File: config.mk
export PLATFORM = sky130hd
export DESIGN_NAME = ogr_ctrl
export DESIGN_NICKNAME = d
export VERILOG_FILES = /design/src/rtl/assert_macros.svh /design/src/rtl/ogr_pkg.sv /design/src/rtl/ogr_ctrl.sv
export SDC_FILE = /design/constraint.sdc
export NUM_CORES = 1
export LEC_CHECK = 0
export ABC_CLOCK_PERIOD_IN_PS = 2200
export BUFFER_PORTS_ARGS = -buffer_cell sky130_fd_sc_hd__clkbuf_2
export CAP_MARGIN = 25
export CORE_AREA = 2 2 39 41
export DETAILED_ROUTE_END_ITERATION = 16
export DIE_AREA = 0 0 41 43
export GPL_TIMING_DRIVEN = 0
export PLACE_DENSITY = 0.55
export SETUP_SLACK_MARGIN = 0.05
export SYNTH_ARGS = -nofsm -noshare
export SYNTH_HDL_FRONTEND = slang
export SYNTH_SLANG_ARGS = --single-unit
File: constraint.sdc
create_clock -name clk -period 2.2 [get_ports clk]
set_input_delay 0.44 -clock clk [delete_from_list [all_inputs] [get_ports clk]]
set_output_delay 0.44 -clock clk [all_outputs]
set_load 0.005 [all_outputs]
File: src/rtl/assert_macros.svh
// ============================================================================
// Assertion macros
// Short forms for the concurrent checks used in the RTL.
// ============================================================================
`ifndef ASSERT_MACROS_SVH
`define ASSERT_MACROS_SVH

// The expression must never hold at a clock edge outside reset.
`define ASSERT_NEVER(lbl, clk, rst, expr, msg) \
  lbl: assert property (@(posedge clk) disable iff (rst) !(expr)) else $error(msg);

// The consequent must hold in the same cycle as the antecedent.
`define ASSERT_IMPL(lbl, clk, rst, ante, cons, msg) \
  lbl: assert property (@(posedge clk) disable iff (rst) (ante) |-> (cons)) else $error(msg);

// The consequent must hold in the cycle after the antecedent.
`define ASSERT_NEXT(lbl, clk, rst, ante, cons, msg) \
  lbl: assert property (@(posedge clk) disable iff (rst) (ante) |=> (cons)) else $error(msg);

`endif

File: src/rtl/ogr_pkg.sv
// ============================================================================
// ogr_pkg
// Shared widths, codes and controller/datapath interface types.
// ============================================================================
package ogr_pkg;

  localparam int COORD_W    = 11;
  localparam int CMD_W      = 2;
  localparam int STAT_W     = 2;
  localparam int CFG_W      = 9;
  localparam int CFG_IDX_W  = 1;
  localparam int DIM_W      = 11;
  localparam int ERR_W      = 15;
  localparam int S_DATA_W   = 48;
  localparam int M_DATA_W   = 8;

  localparam logic [CMD_W-1:0] CMD_CLEAR = 2'd0;
  localparam logic [CMD_W-1:0] CMD_DRAW  = 2'd1;
  localparam logic [CMD_W-1:0] CMD_READ  = 2'd2;

  localparam logic [STAT_W-1:0] STAT_OK        = 2'd0;
  localparam logic [STAT_W-1:0] STAT_START_OUT = 2'd1;
  localparam logic [STAT_W-1:0] STAT_END_OUT   = 2'd2;

  localparam logic [CFG_IDX_W-1:0] REG_GRID_WIDTH  = 1'b0;
  localparam logic [CFG_IDX_W-1:0] REG_GRID_HEIGHT = 1'b1;

  localparam logic [CFG_W-1:0] GRID_RESET = 9'd256;

  typedef enum logic [1:0] {
    ADDR_SWEEP,
    ADDR_WALK,
    ADDR_END
  } addr_sel_t;

  typedef struct packed {
    logic      load_in;
    logic      init_walk;
    logic      step;
    logic      sweep;
    logic      we;
    addr_sel_t addr_sel;
    logic      load_occ;
    logic      load_out;
  } ogr_cmd_t;

  typedef struct packed {
    logic [CMD_W-1:0] command;
    logic             start_out;
    logic             end_out;
    logic             walk_last;
    logic             sweep_last;
  } ogr_stat_t;

endpackage

File: src/rtl/ogr_ctrl.sv
// ============================================================================
// ogr_ctrl
// Controller: sequences clear sweeps, line walks and cell reads, and owns
// the input ready and output valid flags.
// ============================================================================
module ogr_ctrl (
  input  logic               clk,
  input  logic               rst,
  input  logic               s_tvalid,
  output logic               s_tready,
  output logic               m_tvalid,
  input  logic               m_tready,
  input  ogr_pkg::ogr_stat_t stat,
  output ogr_pkg::ogr_cmd_t  cmd
);

  typedef enum logic [2:0] {
    ST_INIT,
    ST_IDLE,
    ST_DECODE,
    ST_CLEAR,
    ST_DRAW,
    ST_END,
    ST_READ,
    ST_DONE
  } state_t;

  state_t state;
  logic   out_free;

  assign s_tready = (state == ST_IDLE);
  assign out_free = !m_tvalid || m_tready;

  always_comb begin
    cmd          = '0;
    cmd.addr_sel = ogr_pkg::ADDR_SWEEP;
    case (state)
      ST_INIT, ST_CLEAR: begin
        cmd.we    = 1'b1;
        cmd.sweep = 1'b1;
      end
      ST_IDLE: begin
        cmd.load_in = s_tvalid;
      end
      ST_DECODE: begin
        cmd.init_walk = (stat.command == ogr_pkg::CMD_DRAW) &&
                        !stat.start_out && !stat.end_out;
      end
      ST_DRAW: begin
        cmd.we       = 1'b1;
        cmd.step     = 1'b1;
        cmd.addr_sel = ogr_pkg::ADDR_WALK;
      end
      ST_END: begin
        cmd.we       = 1'b1;
        cmd.addr_sel = ogr_pkg::ADDR_END;
      end
      ST_READ: begin
        cmd.load_occ = 1'b1;
      end
      ST_DONE: begin
        cmd.load_out = out_free;
      end
      default: ;
    endcase
  end

  always_ff @(posedge clk) begin
    if (rst) begin
      state    <= ST_INIT;
      m_tvalid <= 1'b0;
    end else begin
      if (cmd.load_out) begin
        m_tvalid <= 1'b1;
      end else if (m_tready) begin
        m_tvalid <= 1'b0;
      end
      case (state)
        ST_INIT: begin
          if (stat.sweep_last) state <= ST_IDLE;
        end
        ST_IDLE: begin
          if (s_tvalid) state <= ST_DECODE;
        end
        ST_DECODE: begin
          case (stat.command)
            ogr_pkg::CMD_CLEAR: state <= ST_CLEAR;
            ogr_pkg::CMD_DRAW: begin
              state <= (stat.start_out || stat.end_out) ? ST_DONE : ST_DRAW;
            end
            ogr_pkg::CMD_READ: begin
              state <= stat.start_out ? ST_DONE : ST_READ;
            end
            default: state <= ST_DONE;
          endcase
        end
        ST_CLEAR: begin
          if (stat.sweep_last) state <= ST_DONE;
        end
        ST_DRAW: begin
          // The cell on the major-axis end column or row is the last step.
          if (stat.walk_last) state <= ST_END;
        end
        ST_END: begin
          state <= ST_DONE;
        end
        ST_READ: begin
          state <= ST_DONE;
        end
        ST_DONE: begin
          if (out_free) state <= ST_IDLE;
        end
        default: state <= ST_INIT;
      endcase
    end
  end

endmodule

; ---- Word-level counts from Yosys, hierarchy flattened
; Index checks and enable logic that the tools add are counted.
[totals]
out_inout_bits = 11
input_bits = 10
elab_cells = 49
regBits = 4
[classes]
mux = 19
eq_ne = 14
reduce_logical = 14
[op_table]
columns = op, n
row1 = one-hot mux 3 bit (7 select lines), 1
row2 = two-way mux 3 bit, 5
row3 = equality test 3 bit (second input constant), 4
row4 = two-way mux 1 bit, 10
row5 = inequality test 2 bit (second input constant), 5
row6 = one-hot mux 3 bit (3 select lines), 1
row7 = equality test 3 x 2 -> 1 bit (second input constant), 2
row8 = AND reduction 5 bit, 1
row9 = one-hot mux 2 bit (2 select lines), 1
row10 = OR reduction 2 bit, 2
row11 = OR reduction 4 bit, 1
row12 = equality test 3 x 1 -> 1 bit (second input constant), 1
row13 = logical NOT 1 bit, 3
row14 = logical NOT 3 bit, 1
row15 = equality test 2 x 1 -> 1 bit (second input constant), 1
row16 = equality test 2 bit (second input constant), 1
row17 = logical AND 1 bit, 2
row18 = logical NOT 2 bit, 1
row19 = logical OR 1 bit, 2
row20 = two-way mux 2 bit, 1
row21 = nonzero test 2 bit, 1

; ---- Depth between registers and ports, before layout
; Gate-level depths: netlist of the first run.
[depth]
word_depth = 4
depth_mapped = 5
ltp_nobuf = 4

; ---- Least setup slack after synthesis of the first run
; Ideal clock, no wire load.
[synth_timing]
kind = in2out
from = in stat[5] in the netlist's numbering
to = out cmd[7] in the netlist's numbering
n_path_buf = 0
path_stages = 3
path_slack_ns = 0.384
arrival_time_ns = 1.376
t_required_ns = 1.760
path_cell_list = or3b_1 or4_1 nor2_1
[synth_rtl]
columns = element, line_no
row1 = "start, declared", ogr_ctrl.sv:13  ; input ogr_pkg::ogr_stat_t stat,
row2 = "end, declared", ogr_ctrl.sv:14  ; output ogr_pkg::ogr_cmd_t cmd

==> results of run 1 <==
[cell type report]
type,instances,area [um^2]
Buffer,3,15.0
Sequential cell,4,80.1
Multi-Input combinational cell,40,263
Inverter,2,10.0
Clock buffer,3,22.5
Tap cell,16,20.0
Timing Repair Buffer,20,100
Fill cell,154,873
[per-stage QoR]
step | utilization (%) | setup WS (ps) | power (uW) | hold slack [ps]
3_5_place_dp | 35.3 | 149 | 318 | 512
2_1_floorplan | - | 384 | 246 | 488
3_3_place_gp | 35.3 | 154 | 319 | 499
4_1_cts | 36.9 | 146 | 410 | 434
6_report | 36.9 | 156 | 402 | 441
5_1_grt | 36.9 | 84.6 | 441 | 465
[metal layers]
metal | wire (um) | track usage (%) | part of all wire (%)
met4 | 0 | 8.00 | 0
met2 | 462 | 19.7 | 50
met1 | 413 | 16.1 | 44
met3 | 56 | 1.57 | 6.0
met5 | 0 | 0 | 0
[placed cells by master, fill, tap and decap left out, types with 2 or more instances in the layout]
master	n
a211oi_1	3
a21oi_1	2
and3_1	2
buf_2	3
clkbuf_2	20
clkbuf_4	3
dfxtp_1	4
nor2_1	8
nor2b_1	3
nor3_1	2
[flip-flops by register name, indices dropped and copies added, names as in the netlist]
signal,flops
m_tvalid,1
state,3
[worst max-delay path, stage by stage]
cell      delay [ps]
clkbuf_2          90
or3b_1           380
or4_1            470
nor2_1           110
clkbuf_2         120
[cell families (layout without fill, tap and decap cells)]
family	Yosys count	after routing	share of synthesized area [%]
muxes	1	1	3.06
AOI/OAI and AO/OA	14	14	30.6
and+or+nand+nor	25	25	37.8
buffers and inverters	5	28	6.80
DFF	4	4	21.8
[final timing paths]
check | startpoint | endpoint | slack [ps] | cells past startpoint
min | rst | m_tvalid | 440 | 2
min reg2reg | m_tvalid | m_tvalid | 510 | 2
max | stat[5] | cmd[7] | 160 | 5
max reg2reg | state[1] | state[0] | 710 | 5
[power groups by stage]
stage	combinational (uW)	sequential, uW	clock (uW)
after floorplan	151	95.0	0
final	218	98.2	86.1
after global placement	220	98.8	0
after detailed placement	219	99.1	0
after CTS	220	97.9	92.0
after global routing	249	101	91.2
==> results.sh, run 1 <==
export IMPL_wl_per_cell_um=10.6
export IMPL_synth_flop_cell="dfxtp_1"
export IMPL_cts_buffers=3
export IMPL_cts_clk_slew_worst_paths_ps=30
export IMPL_place_area_um2=488
export IMPL_netSwitchingFraction_pct=38.5
export IMPL_first_iter_violations=13
export IMPL_postCtsHoldBufs=0
export IMPL_p_int_uw=247
export IMPL_grt_use_total_pct=12.9
export IMPL_syn_num_nets=59
export IMPL_synthCells=49
export IMPL_async_reset_ff_share_pct=0
export IMPL_crit_type="primary input to output pin"
export IMPL_tightest_slew_ps=310
export IMPL_leakage_uw=0.000229
export IMPL_tns_ps=0
export IMPL_synth_top_area_share_pct=21.8
export IMPL_status="complete, no violations"
export IMPL_clock_path_buffers=2
export IMPL_first_pass_iters=4
export IMPL_netlist_top_cells_area="dfxtp_1, nor2_1, a211oi_1, nor2b_1, buf_2"
export IMPL_die_area_um2=1760
export IMPL_syn2layout_area_growth_pct=38.8
export IMPL_worstSetupStartpointType="primary input"
export IMPL_slew_headroom_pct=79.3
export IMPL_crit_arrival_ps=1600
export IMPL_required_ps=1760
export IMPL_clockPowerShare_pct=21.4
export IMPL_critical_path_max_fanout=3
export IMPL_synth_top_area_cell="dfxtp_1"
export IMPL_ys_top_cells_by_count="nor2_1, dfxtp_1, a211oi_1, buf_2, nor2b_1"
export IMPL_synth_seq_cells=4
export IMPL_syn_avg_cell_area_um2=7.51
export IMPL_finalNetCount=84
export IMPL_p_seq_share_pct=24.4
export IMPL_post_synth_top_count_cell="nor2_1"
export IMPL_power_density_nw_per_um2=787
export IMPL_initial_core_util_pct=26.6
export IMPL_ys_types=30
export IMPL_cts_resized=0
export IMPL_cts_tree="done"
export IMPL_die_x_um=41
export IMPL_core_area_um2=1380
export IMPL_hold_viol=0
export IMPL_cts_sinks=4
export IMPL_period_minus_slack_ps=2040
export IMPL_grt_overflow=0
export IMPL_final_setup_viol_count=0
export IMPL_antenna_found_initial=0
export IMPL_synth_edff_count=0
export IMPL_grt_max_degree=11
export IMPL_layout_drive_gt1_share_pct=44.4
export IMPL_yosysSeqAreaShare_pct=21.8
export IMPL_drv_slew=0
export IMPL_period_share_pct=92.9
export IMPL_skew_ps=0.375
export IMPL_drt_total_wl_um=932
export IMPL_stdcell_count=88
export IMPL_grt_pass1_wl_um=1550
export IMPL_combPwrFrac_pct=54.1
export IMPL_fmax_mhz=489
export IMPL_cap_violations=0
export IMPL_rsz0062_at_grt="false"
export IMPL_synth_area_um2=368
export IMPL_vias=428
export IMPL_via_per_inst=4.86
export IMPL_die_height_um=43
export IMPL_ant_nets=0
export IMPL_ioPinCount=21
export IMPL_ys_warn_count=0
export IMPL_ir_drop_v=0.000286
export IMPL_cts_setup_buffers=0
export IMPL_end_kind="output pin"
export IMPL_grt_pass1_vias=373
export IMPL_n_antenna_cell=0
export IMPL_cts_root_buffer="clkbuf_4"
export IMPL_place_inst=85
export IMPL_hold_class="primary input to flop"
export IMPL_switchingPower_uw=155
export IMPL_num_rows=14
export IMPL_htreeDepth=1
export IMPL_worstSkewPairLatency_ps=230
export IMPL_dp_hpwl_um=768
export IMPL_gp_congestion=0.700
export IMPL_io_buffers=20
export IMPL_final_area_um2=510
export IMPL_drc_errors=0
No activity file was read; power rests on OpenSTA's default activity.
==> run 2, diff against run 1 <==
--- a/config.mk
+++ b/config.mk
@@ -13,6 +13,7 @@
 export DIE_AREA = 0 0 41 43
 export GPL_TIMING_DRIVEN = 0
 export PLACE_DENSITY = 0.55
+export REMOVE_ABC_BUFFERS = 1
 export SETUP_SLACK_MARGIN = 0.05
 export SYNTH_ARGS = -nofsm -noshare
 export SYNTH_HDL_FRONTEND = slang
==> run 2 against run 1 <==
Net effect: combinational power decreased by 21%; worst setup slack improved by 20 ps; first-iteration DRC count decreased by 54%; utilization decreased by 1.1 points; critical path depth unchanged.
==> results.sh, run 2 (synthesis gave the netlist of run 1 again) <==
export IMPL_via_per_inst=5.02
export IMPL_crit_arrival_ps=1580
export IMPL_die_x_um=41
export IMPL_tns_ps=0
export IMPL_drv_slew=0
export IMPL_top_register="state"
export IMPL_ant_nets=0
export IMPL_tightest_slew_ps=425
export IMPL_hold_class="primary input to flop"
export IMPL_slew_headroom_pct=71.6
export IMPL_dp_hpwl_um=685
export IMPL_crit_buf_inv=2
export IMPL_cts_sinks=4
export IMPL_timing_rr_start="state[0]"
export IMPL_clock_path_buffers=2
export IMPL_fmax_mhz=494
export IMPL_slowest_delay_ps=450
export IMPL_largest_register_ffs=3
export IMPL_final_cell_mix="clkbuf_2, nor2_1, dfxtp_1"
export IMPL_skew_ps=0.288
export IMPL_status="complete, no violations"
export IMPL_die_height_um=43
export IMPL_whs_ps=418
export IMPL_whs_path_depth=2
export IMPL_hp_start="rst"
export IMPL_grt_pass1_wl_um=1370
export IMPL_num_rows=14
export IMPL_htreeDepth=1
export IMPL_first_iter_violations=6
export IMPL_cpMaxStageDelayCell="or4_1"
export IMPL_cts_clk_slew_worst_paths_ps=40
export IMPL_ioPinCount=21
export IMPL_grt_use_total_pct=11.2
export IMPL_hold_end="m_tvalid"
export IMPL_ir_drop_v=0.000228
export IMPL_crit_type="primary input to output pin"
export IMPL_end_kind="output pin"
export IMPL_critical_path_max_fanout=3
export IMPL_drc_errors=0
export IMPL_initial_core_util_pct=26.6
export IMPL_r2r_setup_slack_ps=590
export IMPL_place_inst=82
export IMPL_grt_max_degree=15
export IMPL_cts_tree="done"
export IMPL_cts_resized=0
export IMPL_leakage_uw=0.000214
export IMPL_grt_pass1_vias=332
export IMPL_final_setup_viol_count=0
export IMPL_hold_viol=0
export IMPL_power_density_nw_per_um2=801
export IMPL_gp_congestion=0.717
export IMPL_required_ps=1760
export IMPL_cp_common_cell="clkbuf_2"
export IMPL_cts_buffers=3
export IMPL_cp_cell_sequence="clkbuf_2 -> or3b_1 -> or4_1 -> nor2_1 -> clkbuf_2"
export IMPL_reg2regPathDepth=4
export IMPL_postCtsHoldBufs=0
export IMPL_cp_top_family="simple AND/OR/NAND/NOR gates"
export IMPL_final_common_cell="clkbuf_2"
export IMPL_layout_drive_gt1_share_pct=42.0
export IMPL_cap_violations=0
export IMPL_cts_setup_buffers=0
export IMPL_worstSetupStartpointType="primary input"
export IMPL_period_share_pct=92.0
export IMPL_die_area_um2=1760
export IMPL_power_uw=397
export IMPL_io_buffers=20
export IMPL_stdcell_count=85
export IMPL_syn2layout_area_growth_pct=34.7
export IMPL_antenna_found_initial=0
export IMPL_reg_largest_list="state: 3 flops, m_tvalid: 1 flops"
export IMPL_finalNetCount=81
export IMPL_period_minus_slack_ps=2020
export IMPL_core_area_um2=1380
export IMPL_vias=427
export IMPL_first_pass_iters=2
export IMPL_r2r_end="state[0]"
export IMPL_grt_overflow=0
export IMPL_rsz0062_at_grt="false"
export IMPL_worstSkewPairLatency_ps=240
export IMPL_drt_total_wl_um=876
export IMPL_wl_per_cell_um=10.3
export IMPL_cts_root_buffer="clkbuf_4"
export IMPL_n_antenna_cell=0
-- run 2: changes by cell type in the layout (fill, tap and decap cells not counted) --
cell,previous run,this run
buf_2,3,0
-- run 2: per-stage QoR --
| step | setup slack [ps] | util [%] | instance area, um^2 |
|---|---|---|---|
| global route | 106 | 35.8 | 495 |
| global placement | 167 | 34.2 | 473 |
| floorplan | 384 | - | 353 |
| detailed placement | 157 | 34.2 | 473 |
| finish | 176 | 35.8 | 495 |
| CTS | 157 | 35.8 | 495 |
-- run 2: how the worst max path moves through the flow --
stage / depth (start not counted) / to / slack [ps] / from
after global routing: 5 / cmd[7] / 110 / stat[5]
after detailed placement: 5 / cmd[7] / 160 / stat[5]
after floorplan: 3 / cmd[7] / 380 / stat[5]
final: 5 / cmd[7] / 180 / stat[5]
after CTS: 5 / cmd[7] / 160 / stat[5]
after global placement: 5 / cmd[7] / 170 / stat[5]
-- run 2: layout make-up --
class,instances,area (um^2)
inverter,2,10.0
tap,16,20.0
clock buffer,3,22.5
fill,162,888
sequential,4,80.1
multi-input combinational,40,263
timing repair buffer,20,100
-- run 2: power by group --
group | internal (uW) | total, uW | leakage [uW] | switching (uW)
clock | 61.3 | 95.3 | 0.0000138 | 34.0
combinational | 91.0 | 173 | 0.000167 | 82.4
sequential | 86.3 | 128 | 0.0000328 | 42.0
total | 239 | 397 | 0.000214 | 158
-- run 2: per-layer routing --
metal	share of wire, %	vias up	GRT usage (%)
li1	-	227	-
met1	49	187	15.4
met2	44	11	16.3
met3	4.2	2	1.57
met4	1.9	0	6.00
met5	0	-	0
-- run 2: worst register-to-register path, delay by kind of cell (launching register included) --
family / cells / cell delay (ps)
and+or+nand+nor: 1 / 100
DFF: 1 / 430
AOI/OAI and AO/OA: 3 / 950
==> run 3, diff against run 2 <==
--- a/config.mk
+++ b/config.mk
@@ -13,6 +13,7 @@
 export DIE_AREA = 0 0 41 43
 export GPL_TIMING_DRIVEN = 0
 export PLACE_DENSITY = 0.55
+export RECOVER_POWER = 50
 export REMOVE_ABC_BUFFERS = 1
 export SETUP_SLACK_MARGIN = 0.05
 export SYNTH_ARGS = -nofsm -noshare
==> run 3 against run 2 <==
Net effect: die area unchanged; maximum frequency increased by 1.3%; worst setup slack improved by 25 ps; non-clock buffer count unchanged; first-iteration DRC count increased by 17%; power decreased by 1.4%; routed wire length increased by 1.0%; clock skew increased by 1.7 ps; utilization decreased by 0.54 points; global-route usage unchanged; combinational power decreased by 2%; clock power decreased by 0.6%; critical path type unchanged.
==> results.sh, run 3 (synthesis gave the netlist of run 1 again) <==
export IMPL_die_height_um=43
export IMPL_drc_errors=0
export IMPL_htreeDepth=1
export IMPL_reg_largest_list="state: 3 flops, m_tvalid: 1 flops"
export IMPL_drt_total_wl_um=885
export IMPL_timing_rr_start="state[0]"
export IMPL_first_iter_violations=7
export IMPL_via_per_inst=4.95
export IMPL_grt_use_total_pct=11.2
export IMPL_final_area_um2=488
export IMPL_tns_ps=0
export IMPL_required_ps=1760
export IMPL_final_common_cell="clkbuf_2"
export IMPL_cts_resized=0
export IMPL_place_area_um2=473
export IMPL_cts_buffers=3
export IMPL_final_setup_viol_count=0
export IMPL_ant_nets=0
export IMPL_cts_setup_buffers=0
export IMPL_power_density_nw_per_um2=803
export IMPL_status="complete, no violations"
export IMPL_final_cell_mix="clkbuf_2, nor2_1, dfxtp_1"
export IMPL_tightest_slew_ps=419
export IMPL_io_buffers=20
export IMPL_fin_util_pct=35.3
export IMPL_wl_per_cell_um=10.4
export IMPL_rsz0062_at_grt="false"
export IMPL_cts_sinks=4
export IMPL_antenna_found_initial=0
export IMPL_syn2layout_area_growth_pct=32.7
export IMPL_crit_arrival_ps=1560
export IMPL_reg2regPathDepth=4
export IMPL_n_antenna_cell=0
export IMPL_vias=421
export IMPL_r2r_setup_slack_ps=590
export IMPL_drv_slew=0
export IMPL_slew_headroom_pct=72.1
export IMPL_cts_tree="done"
export IMPL_first_pass_iters=3
export IMPL_fmax_mhz=500
export IMPL_postCtsHoldBufs=0
export IMPL_skew_ps=1.96
export IMPL_whs_path_depth=2
export IMPL_period_minus_slack_ps=2000
export IMPL_grt_pass1_wl_um=1370
export IMPL_grt_max_degree=15
export IMPL_dp_hpwl_um=685
export IMPL_num_rows=14
export IMPL_period_share_pct=90.9
export IMPL_worstSetupStartpointType="primary input"
export IMPL_r2r_end="state[0]"
export IMPL_finalNetCount=81
export IMPL_layout_drive_gt1_share_pct=37.7
export IMPL_leakage_uw=0.000210
export IMPL_hold_end="m_tvalid"
export IMPL_cap_violations=0
export IMPL_top_register="state"
export IMPL_core_area_um2=1380
export IMPL_worstSkewPairLatency_ps=240
export IMPL_grt_overflow=0
export IMPL_crit_type="primary input to output pin"
export IMPL_gp_congestion=0.717
export IMPL_grt_pass1_vias=332
export IMPL_die_x_um=41
export IMPL_critical_path_max_fanout=3
export IMPL_hp_start="rst"
export IMPL_hold_class="primary input to flop"
export IMPL_initial_core_util_pct=26.6
export IMPL_ioPinCount=21
export IMPL_cts_clk_slew_worst_paths_ps=40
export IMPL_hold_viol=0
export IMPL_clock_path_buffers=2
export IMPL_end_kind="output pin"
export IMPL_ir_drop_v=0.000226
export IMPL_die_area_um2=1760
export IMPL_largest_register_ffs=3
export IMPL_cts_root_buffer="clkbuf_4"
## run 3: per-stage QoR
| step | std cells | total power (uW) | hold slack, ps | setup WS [ps] |
|---|---|---|---|---|
| 6_report | 85 | 392 | 418 | 201 |
| 5_1_grt | 85 | 427 | 435 | 118 |
| 4_1_cts | 85 | 397 | 425 | 157 |
| 3_5_place_dp | 82 | 303 | 508 | 157 |
| 3_3_place_gp | 82 | 304 | 499 | 167 |
| 2_1_floorplan | 46 | 235 | 488 | 384 |
## run 3: worst max path at each step
stage / startpoint / endpoint / slack, ps
detailed placement: stat[5] / cmd[7] / 160
CTS: stat[5] / cmd[7] / 160
finish: stat[5] / cmd[7] / 200
floorplan: stat[5] / cmd[7] / 380
global route: stat[5] / cmd[7] / 120
global placement: stat[5] / cmd[7] / 170
## run 3: final cells by class
type	count	area, um^2
Inverter	2	10.0
Multi-Input combinational cell	40	256
Fill cell	161	896
Clock buffer	3	22.5
Timing Repair Buffer	20	98.8
Tap cell	16	20.0
Sequential cell	4	80.1
## run 3: critical path, stage by stage
cell and delay (ps):
clkbuf_2 90, or3b_1 380, or4_1 430, nor2_1 100, clkbuf_2 110
## run 3: power breakdown
group	leakage, uW	total (uW)	switching, uW	internal, uW
Combinational	0.000163	169	80.6	88.8
Sequential	0.0000328	127	41.1	86.3
Clock	0.0000138	94.7	33.5	61.2
Total	0.000210	392	155	236
## run 3: metal layers
layer / share of wire (%) / vias up / GRT usage (%)
li1: - / 226 / -
met1: 47 / 182 / 15.4
met2: 46 / 11 / 16.3
met3: 4.5 / 2 / 1.57
met4: 2.1 / 0 / 6.00
met5: 0 / - / 0
